==> src/hdl/assert_macros.svh <==
// Assertion macros for the RTL of the biquad cascade.
// Needs clk_i and rst_ni in the scope where a macro is used.
`ifndef ASSERT_MACROS_SVH
`define ASSERT_MACROS_SVH

// Same-cycle implication, checked outside reset.
`define BQC_ASSERT_IMPL(lbl, ante, cons, msg) \
  lbl: assert property (@(posedge clk_i) disable iff (!rst_ni) (ante) |-> (cons)) \
    else $error(msg);

// Next-cycle implication, checked outside reset.
`define BQC_ASSERT_NEXT(lbl, ante, cons, msg) \
  lbl: assert property (@(posedge clk_i) disable iff (!rst_ni) (ante) |=> (cons)) \
    else $error(msg);

`endif

==> src/hdl/bqc_pkg.sv <==
// Shared types and constants for the biquad plus first-order cascade.
// No dependencies; used by the MAC unit and the top level.
package bqc_pkg;

  localparam int MAX_CHANNELS_DEF = 8;
  localparam int SAMPLE_WIDTH_DEF = 24;

  localparam int CHAN_W    = 3;
  localparam int COEF_W    = 32;
  localparam int COEF_FRAC = 28;
  localparam int ACC_W     = 64;
  localparam int NUM_REGS  = 8;
  localparam int REG_IDX_W = 3;

  // Coefficient register indexes; a MAC step uses the coefficient of the same index.
  typedef enum logic [REG_IDX_W-1:0] {
    REG_BQ_B0 = 3'd0,
    REG_BQ_B1 = 3'd1,
    REG_BQ_B2 = 3'd2,
    REG_BQ_A1 = 3'd3,
    REG_BQ_A2 = 3'd4,
    REG_FO_B0 = 3'd5,
    REG_FO_B1 = 3'd6,
    REG_FO_A1 = 3'd7
  } reg_idx_e;

  localparam logic [COEF_W-1:0] COEF_ONE  = 32'h1000_0000;
  localparam logic [COEF_W-1:0] COEF_ZERO = 32'h0000_0000;

  typedef struct packed {
    logic mul_en;   // multiply the current operands into the product register
    logic sub;      // the product is subtracted from the accumulator
    logic acc_clr;  // start a new sum
  } mac_ctrl_t;

endpackage

==> src/hdl/bqc_ram.sv <==
// Generic single-port-write, single-port-read RAM with a registered read.
// No dependencies.
module bqc_ram #(
  parameter int WIDTH = 8,
  parameter int DEPTH = 8
) (
  input  logic                                   clk_i,
  input  logic                                   we_i,
  input  logic [(DEPTH > 1 ? $clog2(DEPTH) : 1)-1:0] waddr_i,
  input  logic [WIDTH-1:0]                       wdata_i,
  input  logic                                   re_i,
  input  logic [(DEPTH > 1 ? $clog2(DEPTH) : 1)-1:0] raddr_i,
  output logic [WIDTH-1:0]                       rdata_o
);

  logic [WIDTH-1:0] mem_q [DEPTH];
  logic [WIDTH-1:0] rdata_q;

  always_ff @(posedge clk_i) begin
    if (we_i) begin
      mem_q[waddr_i] <= wdata_i;
    end
    if (re_i) begin
      rdata_q <= mem_q[raddr_i];
    end
  end

  assign rdata_o = rdata_q;

endmodule

==> src/hdl/bqc_mac.sv <==
// Shared multiply-accumulate unit with round-half-up and saturation.
// Depends on bqc_pkg for widths and the control struct.
module bqc_mac #(
  parameter int SAMPLE_WIDTH = bqc_pkg::SAMPLE_WIDTH_DEF
) (
  input  logic                               clk_i,
  input  logic                               rst_ni,
  input  bqc_pkg::mac_ctrl_t                 ctrl_i,
  input  logic signed [bqc_pkg::COEF_W-1:0]  coef_i,
  input  logic signed [SAMPLE_WIDTH-1:0]     data_i,
  output logic signed [SAMPLE_WIDTH-1:0]     res_o
);

  localparam int PROD_W = bqc_pkg::COEF_W + SAMPLE_WIDTH;
  localparam int RND_W  = bqc_pkg::ACC_W - bqc_pkg::COEF_FRAC;

  logic signed [PROD_W-1:0]          prod_q;
  logic                              pv_q;
  logic                              sub_q;
  logic signed [bqc_pkg::ACC_W-1:0]  acc_q;
  logic signed [bqc_pkg::ACC_W-1:0]  acc_d;
  logic signed [bqc_pkg::ACC_W-1:0]  prod_ext;
  logic signed [bqc_pkg::ACC_W-1:0]  rnd_sum;
  logic signed [RND_W-1:0]           rnd_val;
  logic                              in_range;

  always_ff @(posedge clk_i or negedge rst_ni) begin
    if (!rst_ni) begin
      pv_q  <= 1'b0;
      sub_q <= 1'b0;
    end else begin
      pv_q  <= ctrl_i.mul_en;
      sub_q <= ctrl_i.sub;
    end
  end

  always_ff @(posedge clk_i) begin
    if (ctrl_i.mul_en) begin
      prod_q <= coef_i * data_i;
    end
    acc_q <= acc_d;
  end

  assign prod_ext = bqc_pkg::ACC_W'(prod_q);

  // The sum wraps at the accumulator width.
  always_comb begin
    acc_d = acc_q;
    if (ctrl_i.acc_clr) begin
      acc_d = '0;
    end else if (pv_q) begin
      acc_d = sub_q ? (acc_q - prod_ext) : (acc_q + prod_ext);
    end
  end

  assign rnd_sum  = acc_q + (bqc_pkg::ACC_W'(1) <<< (bqc_pkg::COEF_FRAC - 1));
  assign rnd_val  = rnd_sum[bqc_pkg::ACC_W-1:bqc_pkg::COEF_FRAC];
  assign in_range = (rnd_val[RND_W-1:SAMPLE_WIDTH-1] == '0) ||
                    (rnd_val[RND_W-1:SAMPLE_WIDTH-1] == '1);

  always_comb begin
    if (in_range) begin
      res_o = rnd_val[SAMPLE_WIDTH-1:0];
    end else if (rnd_val[RND_W-1]) begin
      res_o = {1'b1, {(SAMPLE_WIDTH-1){1'b0}}};
    end else begin
      res_o = {1'b0, {(SAMPLE_WIDTH-1){1'b1}}};
    end
  end

endmodule

==> src/hdl/biquad_first_order_iir_cascade.sv <==
// Top level: per-channel biquad followed by a first-order IIR section.
// Depends on bqc_pkg, bqc_ram, bqc_mac and assert_macros.svh.
//
//   channel  handshake                  payload
//   in       in_valid_i / in_ready_o    chan_i, sample_in_i
//   out      out_valid_o / out_ready_i  chan_out_o, sample_out_o
//   cfg      cfg_we_i (no wait)         cfg_idx_i, cfg_data_i
//
// Items are taken one at a time: a result is registered as its item leaves the last step,
// and the next input beat is taken in idle. The pace is set by the single multiplier:
// eight products one per cycle, a registered product ahead of the adder, two rounding steps.
// The channel state sits in one RAM word per channel; per-channel valid bits, cleared by
// reset, make an unwritten word read as zero, so no clearing pass is needed.
// A stalled output holds the item in its last step; the state write-back waits with it.
`include "assert_macros.svh"

module biquad_first_order_iir_cascade #(
  parameter int MAX_CHANNELS = bqc_pkg::MAX_CHANNELS_DEF,
  parameter int SAMPLE_WIDTH = bqc_pkg::SAMPLE_WIDTH_DEF
) (
  input  logic                                 clk_i,
  input  logic                                 rst_ni,
  input  logic                                 in_valid_i,
  output logic                                 in_ready_o,
  input  logic [bqc_pkg::CHAN_W-1:0]           chan_i,
  input  logic signed [SAMPLE_WIDTH-1:0]       sample_in_i,
  output logic                                 out_valid_o,
  input  logic                                 out_ready_i,
  output logic [bqc_pkg::CHAN_W-1:0]           chan_out_o,
  output logic signed [SAMPLE_WIDTH-1:0]       sample_out_o,
  input  logic                                 cfg_we_i,
  input  logic [bqc_pkg::REG_IDX_W-1:0]        cfg_idx_i,
  input  logic [bqc_pkg::COEF_W-1:0]           cfg_data_i
);

  localparam int AW     = (MAX_CHANNELS > 1) ? $clog2(MAX_CHANNELS) : 1;
  localparam int ROW_W  = 6 * SAMPLE_WIDTH;
  localparam int MOD_W  = 7;

  // Word layout, one field per delay store.
  localparam int F_BQ_IN1  = 0;
  localparam int F_BQ_IN2  = 1;
  localparam int F_BQ_OUT1 = 2;
  localparam int F_BQ_OUT2 = 3;
  localparam int F_FO_IN1  = 4;
  localparam int F_FO_OUT1 = 5;

  typedef enum logic [6:0] {
    S_IDLE    = 7'b0000001,
    S_BQ_MAC  = 7'b0000010,
    S_BQ_LAST = 7'b0000100,
    S_BQ_RND  = 7'b0001000,
    S_FO_MAC  = 7'b0010000,
    S_FO_LAST = 7'b0100000,
    S_FO_RND  = 7'b1000000
  } state_e;

  state_e                            state_q, state_d;
  bqc_pkg::reg_idx_e                 step_q, step_d;
  logic [bqc_pkg::COEF_W-1:0]        coef_q [bqc_pkg::NUM_REGS];
  logic [MAX_CHANNELS-1:0]           valid_q;
  logic                              rowv_q;
  logic [AW-1:0]                     idx_q;
  logic [AW-1:0]                     chan_idx;
  logic [bqc_pkg::CHAN_W-1:0]        chan_q;
  logic signed [SAMPLE_WIDTH-1:0]    x_q;
  logic signed [SAMPLE_WIDTH-1:0]    y_q;
  logic                              out_valid_q;
  logic [bqc_pkg::CHAN_W-1:0]        out_chan_q;
  logic signed [SAMPLE_WIDTH-1:0]    out_sample_q;

  logic                              in_fire;
  logic                              out_load;
  logic [ROW_W-1:0]                  rd_row;
  logic [ROW_W-1:0]                  row;
  logic [ROW_W-1:0]                  wr_row;
  logic signed [SAMPLE_WIDTH-1:0]    mac_data;
  logic                              mac_sub;
  logic signed [SAMPLE_WIDTH-1:0]    mac_res;
  bqc_pkg::mac_ctrl_t                mac_ctrl;

  assign in_ready_o = (state_q == S_IDLE);
  assign in_fire    = in_valid_i && in_ready_o;
  assign out_load   = (state_q == S_FO_RND) && (!out_valid_q || out_ready_i);

  // Channel numbers past the store depth wrap around it.
  always_comb begin
    logic [MOD_W-1:0] m;
    m = MOD_W'(chan_i);
    for (int i = 0; i < 8; i++) begin
      if (m >= MOD_W'(MAX_CHANNELS)) begin
        m = m - MOD_W'(MAX_CHANNELS);
      end
    end
    chan_idx = m[AW-1:0];
  end

  // Configuration registers.
  always_ff @(posedge clk_i or negedge rst_ni) begin
    if (!rst_ni) begin
      for (int i = 0; i < bqc_pkg::NUM_REGS; i++) begin
        coef_q[i] <= bqc_pkg::COEF_ZERO;
      end
      coef_q[bqc_pkg::REG_BQ_B0] <= bqc_pkg::COEF_ONE;
      coef_q[bqc_pkg::REG_FO_B0] <= bqc_pkg::COEF_ONE;
    end else if (cfg_we_i) begin
      coef_q[cfg_idx_i] <= cfg_data_i;
    end
  end

  bqc_ram #(
    .WIDTH (ROW_W),
    .DEPTH (MAX_CHANNELS)
  ) u_state_ram (
    .clk_i   (clk_i),
    .we_i    (out_load),
    .waddr_i (idx_q),
    .wdata_i (wr_row),
    .re_i    (in_fire),
    .raddr_i (chan_idx),
    .rdata_o (rd_row)
  );

  assign row = rowv_q ? rd_row : '0;

  assign wr_row = {mac_res,
                   y_q,
                   row[F_BQ_OUT1*SAMPLE_WIDTH +: SAMPLE_WIDTH],
                   y_q,
                   row[F_BQ_IN1*SAMPLE_WIDTH +: SAMPLE_WIDTH],
                   x_q};

  // Operand selection: step k multiplies coefficient k by its delay-line tap.
  always_comb begin
    mac_sub = 1'b0;
    unique case (step_q)
      bqc_pkg::REG_BQ_B0: mac_data = x_q;
      bqc_pkg::REG_BQ_B1: mac_data = row[F_BQ_IN1*SAMPLE_WIDTH +: SAMPLE_WIDTH];
      bqc_pkg::REG_BQ_B2: mac_data = row[F_BQ_IN2*SAMPLE_WIDTH +: SAMPLE_WIDTH];
      bqc_pkg::REG_BQ_A1: begin
        mac_data = row[F_BQ_OUT1*SAMPLE_WIDTH +: SAMPLE_WIDTH];
        mac_sub  = 1'b1;
      end
      bqc_pkg::REG_BQ_A2: begin
        mac_data = row[F_BQ_OUT2*SAMPLE_WIDTH +: SAMPLE_WIDTH];
        mac_sub  = 1'b1;
      end
      bqc_pkg::REG_FO_B0: mac_data = y_q;
      bqc_pkg::REG_FO_B1: mac_data = row[F_FO_IN1*SAMPLE_WIDTH +: SAMPLE_WIDTH];
      bqc_pkg::REG_FO_A1: begin
        mac_data = row[F_FO_OUT1*SAMPLE_WIDTH +: SAMPLE_WIDTH];
        mac_sub  = 1'b1;
      end
    endcase
  end

  assign mac_ctrl.mul_en  = (state_q == S_BQ_MAC) || (state_q == S_FO_MAC);
  assign mac_ctrl.sub     = mac_sub;
  assign mac_ctrl.acc_clr = in_fire || (state_q == S_BQ_RND);

  bqc_mac #(
    .SAMPLE_WIDTH (SAMPLE_WIDTH)
  ) u_mac (
    .clk_i  (clk_i),
    .rst_ni (rst_ni),
    .ctrl_i (mac_ctrl),
    .coef_i (coef_q[step_q]),
    .data_i (mac_data),
    .res_o  (mac_res)
  );

  // Sequencer.
  always_comb begin
    state_d = state_q;
    step_d  = step_q;
    unique case (state_q)
      S_IDLE: begin
        if (in_fire) begin
          state_d = S_BQ_MAC;
          step_d  = bqc_pkg::REG_BQ_B0;
        end
      end
      S_BQ_MAC: begin
        step_d = bqc_pkg::reg_idx_e'(step_q + 3'd1);
        if (step_q == bqc_pkg::REG_BQ_A2) begin
          state_d = S_BQ_LAST;
        end
      end
      S_BQ_LAST: state_d = S_BQ_RND;
      S_BQ_RND:  state_d = S_FO_MAC;
      S_FO_MAC: begin
        step_d = bqc_pkg::reg_idx_e'(step_q + 3'd1);
        if (step_q == bqc_pkg::REG_FO_A1) begin
          state_d = S_FO_LAST;
        end
      end
      S_FO_LAST: state_d = S_FO_RND;
      S_FO_RND: begin
        if (out_load) begin
          state_d = S_IDLE;
        end
      end
      default: state_d = S_IDLE;
    endcase
  end

  always_ff @(posedge clk_i or negedge rst_ni) begin
    if (!rst_ni) begin
      state_q     <= S_IDLE;
      step_q      <= bqc_pkg::REG_BQ_B0;
      valid_q     <= '0;
      out_valid_q <= 1'b0;
    end else begin
      state_q <= state_d;
      step_q  <= step_d;
      if (out_load) begin
        valid_q[idx_q] <= 1'b1;
        out_valid_q    <= 1'b1;
      end else if (out_ready_i) begin
        out_valid_q <= 1'b0;
      end
    end
  end

  always_ff @(posedge clk_i) begin
    if (in_fire) begin
      chan_q <= chan_i;
      x_q    <= sample_in_i;
      idx_q  <= chan_idx;
      rowv_q <= valid_q[chan_idx];
    end
    if (state_q == S_BQ_RND) begin
      y_q <= mac_res;
    end
    if (out_load) begin
      out_chan_q   <= chan_q;
      out_sample_q <= mac_res;
    end
  end

  assign out_valid_o  = out_valid_q;
  assign chan_out_o   = out_chan_q;
  assign sample_out_o = out_sample_q;

  `BQC_ASSERT_NEXT(a_beat_starts, in_fire, state_q == S_BQ_MAC, "beat did not start the biquad")
  `BQC_ASSERT_IMPL(a_result_src, $rose(out_valid_q), $past(state_q) == S_FO_RND, "early result")
  `BQC_ASSERT_NEXT(a_result_tag, out_load, chan_out_o == $past(chan_q), "result lost its tag")

endmodule

==> config.mk <==
export PLATFORM = sky130hd
export DESIGN_NAME = biquad_first_order_iir_cascade
export DESIGN_NICKNAME = d
export VERILOG_FILES = /design/src/hdl/bqc_pkg.sv /design/src/hdl/bqc_ram.sv /design/src/hdl/bqc_mac.sv /design/src/hdl/biquad_first_order_iir_cascade.sv
export VERILOG_INCLUDE_DIRS = /design/src /design/src/hdl
export SDC_FILE = /design/constraint.sdc
export NUM_CORES = 2
export LEC_CHECK = 0
export CAP_MARGIN = 20
export CORE_MARGIN = 3
export CORE_UTILIZATION = 59
export CTS_BUF_LIST = sky130_fd_sc_hd__clkbuf_8
export DETAILED_ROUTE_END_ITERATION = 16
export DONT_BUFFER_PORTS = 1
export HOLD_SLACK_MARGIN = 0.02
export PLACE_DENSITY = 0.76
export SLEW_MARGIN = 20
export SYNTH_ARGS = -nofsm -noshare
export SYNTH_HDL_FRONTEND = slang
export SYNTH_HIERARCHICAL = 1
export SYNTH_SLANG_ARGS = --single-unit
==> constraint.sdc <==
create_clock -name clk_i -period 22.6 [get_ports clk_i]
set_input_delay 4.52 -clock clk_i [delete_from_list [all_inputs] [get_ports clk_i]]
set_output_delay 4.52 -clock clk_i [all_outputs]
set_load 0.02 [all_outputs]
[Word-level counts from Yosys, hierarchy flattened]
Memory sizes are Yosys's and may differ from the RTL's. A register that Yosys moved wholly into a read port is not among the register bits.
Cells that the tools add are included.
Word-level totals
  memory bits (writable): 1152
  logic and storage cells: 100
  output and inout bits: 29
  memories kept: 1
  bits in registers: 476
Memories
  u_state_ram.mem_q: words 8, width 144, rd ports 1, clocked after Yosys merged registers in 1, wr ports 1, line bqc_ram.sv:16  | logic [WIDTH-1:0] mem_q [DEPTH];
Operators by class
  $mul: 1
  $lt $le $gt $ge: 6
  equality and inequality tests: 19
  bitwise gates (word level): 3
  reductions and logical operators: 17
  add/subtract/negate cells: 4
  mux-type cells: 27
Operator list (count)
  256-bit bitwise mux: 1
  24-bit one-hot mux with 8 select lines: 1
  144-bit two-way mux: 1
  32-bit binary-select mux with 3-bit select: 1
  32-bit demux with 3-bit select: 1
  32-bit two-way mux: 3
  64-bit by 29-bit adder with 64-bit output (second input constant): 1
  64-bit by 56-bit adder with 64-bit output: 1
  64-bit two-way mux: 1
  64-bit by 56-bit subtractor with 64-bit output: 1
  32-bit by 24-bit multiplier with 56-bit output: 1
  7-bit one-hot mux with 7 select lines: 1
  24-bit two-way mux: 2
  7-bit two-way mux: 4
  13-bit == test (second input constant): 1
  13-bit zero test: 1
  3-bit == test (second input constant): 4
  4-bit >= comparator (second input constant): 2
  3-bit by 4-bit < comparator with 1-bit output (second input constant): 2
  3-bit NOT with 4-bit output: 2
  8-bit OR: 1
  7-bit by 1-bit == test with 1-bit output (second input constant): 1
  7-bit by 2-bit == test with 1-bit output (second input constant): 1
  7-bit by 3-bit == test with 1-bit output (second input constant): 1
  other kinds (25): 41

[Depth between registers and ports, before layout]
  depth in word-level cells: 6
  gate-level depth with buffers: 37
  depth with buffers taken out: 31

[By module]
Netlist, hierarchy kept.
Modules (own cells, without submodules)
  bqc_ram: area an instance 47608.2 µm², instances 1, cells each 1821
  bqc_mac: area an instance 36994.2 µm², instances 1, cells each 4180
  biquad_first_order_iir_cascade: area an instance 16440.8 µm², instances 1, cells each 1186

[Least setup slack after synthesis]
No wires, ideal clock.
  kind: in2reg
  start point: input port out_ready_i
  end point: memory u_state_ram/mem_q[4][0] (netlist bit) (enable)
  data required time: 21.777 ns
  stages: 4
  path buffers: 0
  path slack: 6.529 ns
  setup time: 0.823 ns
  arrival time: 15.248 ns
  cells stage by stage: and2b_2 > nor2_4 > nand2_1 > nor3_1
On the way
  cells in the longest elaborated chain, start to end: 4
RTL lines
  from (decl): line biquad_first_order_iir_cascade.sv:28  | input logic out_ready_i,
  1-bit logical OR: line biquad_first_order_iir_cascade.sv:84  | assign out_load = (state_q == S_FO_RND) && (!out_valid_q || out_ready_i);
  1-bit logical AND: line biquad_first_order_iir_cascade.sv:84
  named net out_load: line biquad_first_order_iir_cascade.sv:73  | logic out_load;
  1-bit two-way mux: line bqc_ram.sv:20  | if (we_i) begin
  1-bit two-way mux (not written as such): line bqc_ram.sv:21  | mem_q[waddr_i] <= wdata_i;
  to (decl): line bqc_ram.sv:16
The timed path passes the listed nets, and every way through them passes these cells.

[Worst setup path in the final report]
  start point: register step_q[0]
  end point: register u_mac.prod_q[55] (data pin)
On the way
  elaborated cells between the ends (all ways): 14
RTL lines
  from (decl): line biquad_first_order_iir_cascade.sv:59  | bqc_pkg::reg_idx_e step_q, step_d;
  from (signal assigned): line biquad_first_order_iir_cascade.sv:210  | step_q <= bqc_pkg::REG_BQ_B0;
  from (signal assigned): line biquad_first_order_iir_cascade.sv:215  | step_q <= step_d;
  3-bit == test, or another cell as far along: line biquad_first_order_iir_cascade.sv:136  | unique case (step_q)
  24-bit one-hot mux with 8 select lines (*): line biquad_first_order_iir_cascade.sv:136
  named net mac_data[23]: line biquad_first_order_iir_cascade.sv:77  | logic signed [SAMPLE_WIDTH-1:0] mac_data;
  32-bit by 24-bit multiplier with 56-bit output (*): line bqc_mac.sv:39  | prod_q <= coef_i * data_i;
  to (signal assigned): line bqc_mac.sv:39
  to (decl): line bqc_mac.sv:17  | logic signed [PROD_W-1:0] prod_q;
The timed path passes the listed nets; every way through them passes the cells marked *. The select of a mux whose other input is x is not followed.
A chain may end at the register's enable or synchronous reset.

==> summary.md <==
| Metric | Value |
|---|---|
| Overall global routing resource usage | 28.4% |
| CP max FO | 36 |
| Core ar. | 170,000 sq um |
| Top cell type's share of synthesized area | 42.5% |
| Layout area overhead | 7.42% |
| Rows | 151 |
| Slew @ Worst Pin | 2.59 ns |
| CP startpoint kind | flop |
| Seq/Total Area, Yosys | 50.7% |
| RSZ-0062 raised after global routing | no |
| Synth area leader | edfxtp_1 |
| Status | finished, violations left |
| Clock Sinks | 1,772 |
| Worst-path clk slew | 0.06 ns |
| Netlist cell types | 104 |
| Root buf cell | clkbuf_8 |
| Vias per inst | 6.18 |
| Violated checks | max-slew violations |
| Ports | 96 |
| Buffers on Ports | 0 |
| Initial antenna violation count | 16 |
| Hold buffers post-CTS | 0 |
| Vias | 59,699 |
| R2r startpoint | step_q[0] |
| Hold Crit Start | valid_q[6] |
| Grt ovf | 0 |
| Layout Cells excl Fill | 9,662 |
| Net Count, Synth | 8,259 |
| Hold Path Class | reg -> reg |
| Worst Setup SP | step_q[0] |
| Synth area leaders | edfxtp_1 (43%), fa_1 (16%), mux4_2 (7.9%), dfrtp_1 (6.8%), mux2_2 (4.5%) |
| Critical path's top delay family | adder cells |
| Setup_tns | 0 ns |
| Design area | 109,000 sq um |
| Fin nets | 8,299 |
| Dpl hpwl | 152 mm |
| Pre-CTS WS | 11.74 ns |
| DIE WIDTH | 420 um |
| Placement Cell Area | 103,000 sq um |
| Drt first pass iters | 8 |
| Yosys warns | 6 |
| Max Clock Skew | 0.103 ns |
| Max Freq | 0.0908 GHz |
| Vias in the first global route | 64,089 |
| Max-slew violations | 203 |
| Effective utilization at floorplan | 59.5% |
| Post_cts resized | 0 |
| Top_reg_cell synth | edfxtp_1 |
| First-pass GRT wire length | 377 mm |
| CTS H-tree depth | 5 |
| Final ANT Viol Nets | 0 |
| Critical path's largest stage delay | 0.90 ns |
| Required time of the worst setup path | 23.28 ns |
| Worst Path Arrival | 11.69 ns |
| Total Routed Length | 244 mm |
| Fin crit share | 48.7% |
| CP most frequent cell | fa_1 |
| Commonest non-fill, non-tap cell in the layout | edfxtp_1 |
| PnR worst setup slack | 11.59 ns |
| Die height | 420 um |
| Number of synthesized flops with an enable pin | 1,431 |
| FF-to-FF setup slack | 11.59 ns |
| Placed Cells | 9,145 |
| Critical path class | reg -> reg |
| Max-cap violations | 0 |
| Most frequent cells in the layout | edfxtp_1 (1,431), inv_1 (909), fa_1 (784) |
| Cell Area, Synth | 101,000 sq um |
| Worst Path Buf+Inv | 5 |
| Wire per inst | 25.2 um |
| Max clock buf depth | 4 |
| Worst setup EP type | flop |
| Setup Viol. Count Final | 0 |
| Mapped Avg Cell Area | 14.1 sq um |
| Cell count after synthesis | 7,187 |
| Share of cells above drive strength 1 | 17.8% |
| Async set-reset flop share out of synthesis | 15.6% |
| Total Die Area | 176,000 sq um |
| Min Tclk post-route | 11.01 ns |
| CTS tree | done |
| Pin count of the biggest net entering global routing | 292 |
| Total clock buffers created by CTS | 298 |
| DRT iter0 DRCs | 5,892 |
| Critical-path top delay cell | dfrtp_4 |
| Slew headroom | -72.9% |
| DRC | 0 |
| #FFs+latches synth | 1,772 |
| Gpl congestion | 0.916 |
| Clk_lat worst skew | 1.00 ns |
| Total setup buffers inserted after CTS | 0 |
| Final Hold Violating Endpoints | 0 |
==> metal layers <==
layer	wire (um)	GRT usage (%)	part of all wire (%)
met5	0	0	0
met4	11800	13.1	4.8
met3	20300	5.08	8.4
met2	120000	47.3	49
met1	91300	36.5	37
==> worst register-to-register path: cells and delay by family, from the launching register on <==
kind	cells	cell delay, ns
flip-flops	1	0.90
AO/OA/AOI/OAI	8	2.16
adder cells (fa/ha/maj)	9	4.30
AND/OR/NAND/NOR	5	1.56
buffers and inverters	5	1.73
XOR/XNOR	1	0.12
==> synthesized netlist by cell type (all sizes together) (60+ instances only) <==
library cell and n:
xor2 60, xnor2 136, a21oi 199, dfxtp 64, inv 829, o21ai 88
and2 430, buf 96, fa 784, dfrtp 274, nand2 676, nor2 209
mux2 403, clkbuf 277, edfxtp 1431, mux4 354, a21o 60, ha 221
==> metrics by stage <==
| stage | hold slack, ns | utilization [%] |
|---|---|---|
| 5_1_grt | 0.474 | 63.9 |
| 3_5_place_dp | 0.453 | 60.8 |
| 4_1_cts | 0.465 | 63.9 |
| 6_report | 0.461 | 63.9 |
| 2_1_floorplan | 0.431 | - |
| 3_3_place_gp | 0.448 | 60.8 |
==> cells by family (layout without fill, tap and decap cells) <==
| logic type | after synthesis | in the layout | share of synthesized area (%) |
|---|---|---|---|
| other | 0 | 15 | 0 |
| and+or+nand+nor | 1593 | 1593 | 7.75 |
| adders and majority gates | 1005 | 1005 | 18.3 |
| buffers and inverters | 1204 | 1446 | 4.75 |
| DFF | 1772 | 1772 | 50.7 |
| xor gates and xnor gates | 196 | 196 | 1.70 |
| AOI/OAI and AO/OA | 621 | 621 | 4.10 |
| muxes | 796 | 796 | 12.8 |
==> layout make-up <==
cell class / count / area [sq um]
sequential: 1772 / 51200
multi-input combinational: 4211 / 45200
antenna: 15 / 37.5
fill: 11993 / 61300
clock inverter: 185 / 935
tap: 2218 / 2780
clock buffer: 317 / 4360
inverter: 831 / 3120
timing repair buffer: 113 / 873
==> flip-flops by register name, summed over array words and instances (netlist names), 3 cells and up <==
register	count
chan_out_o	3
chan_q	3
coef_q	256
sample_out_o	24
state_q	7
step_q	3
u_mac/acc_q	64
u_mac/prod_q	56
u_state_ram/mem_q	1152
u_state_ram/rdata_o	144
valid_q	8
x_q	24
y_q	24
==> worst paths after layout <==
| path | end | cells after the start |
|---|---|---|
| max in group asynchronous | step_q[2] | 0 |
| worst max-delay path | u_mac/prod_q[55] | 28 |
| worst min register to register | valid_q[6] | 1 |
| worst max register to register | u_mac/prod_q[55] | 28 |
| min in group asynchronous | coef_q[232] | 0 |
| worst min-delay path | valid_q[6] | 1 |
Power is not shown: default switching activity piles up to over one toggle a cycle in this logic, so the estimate is an artifact.
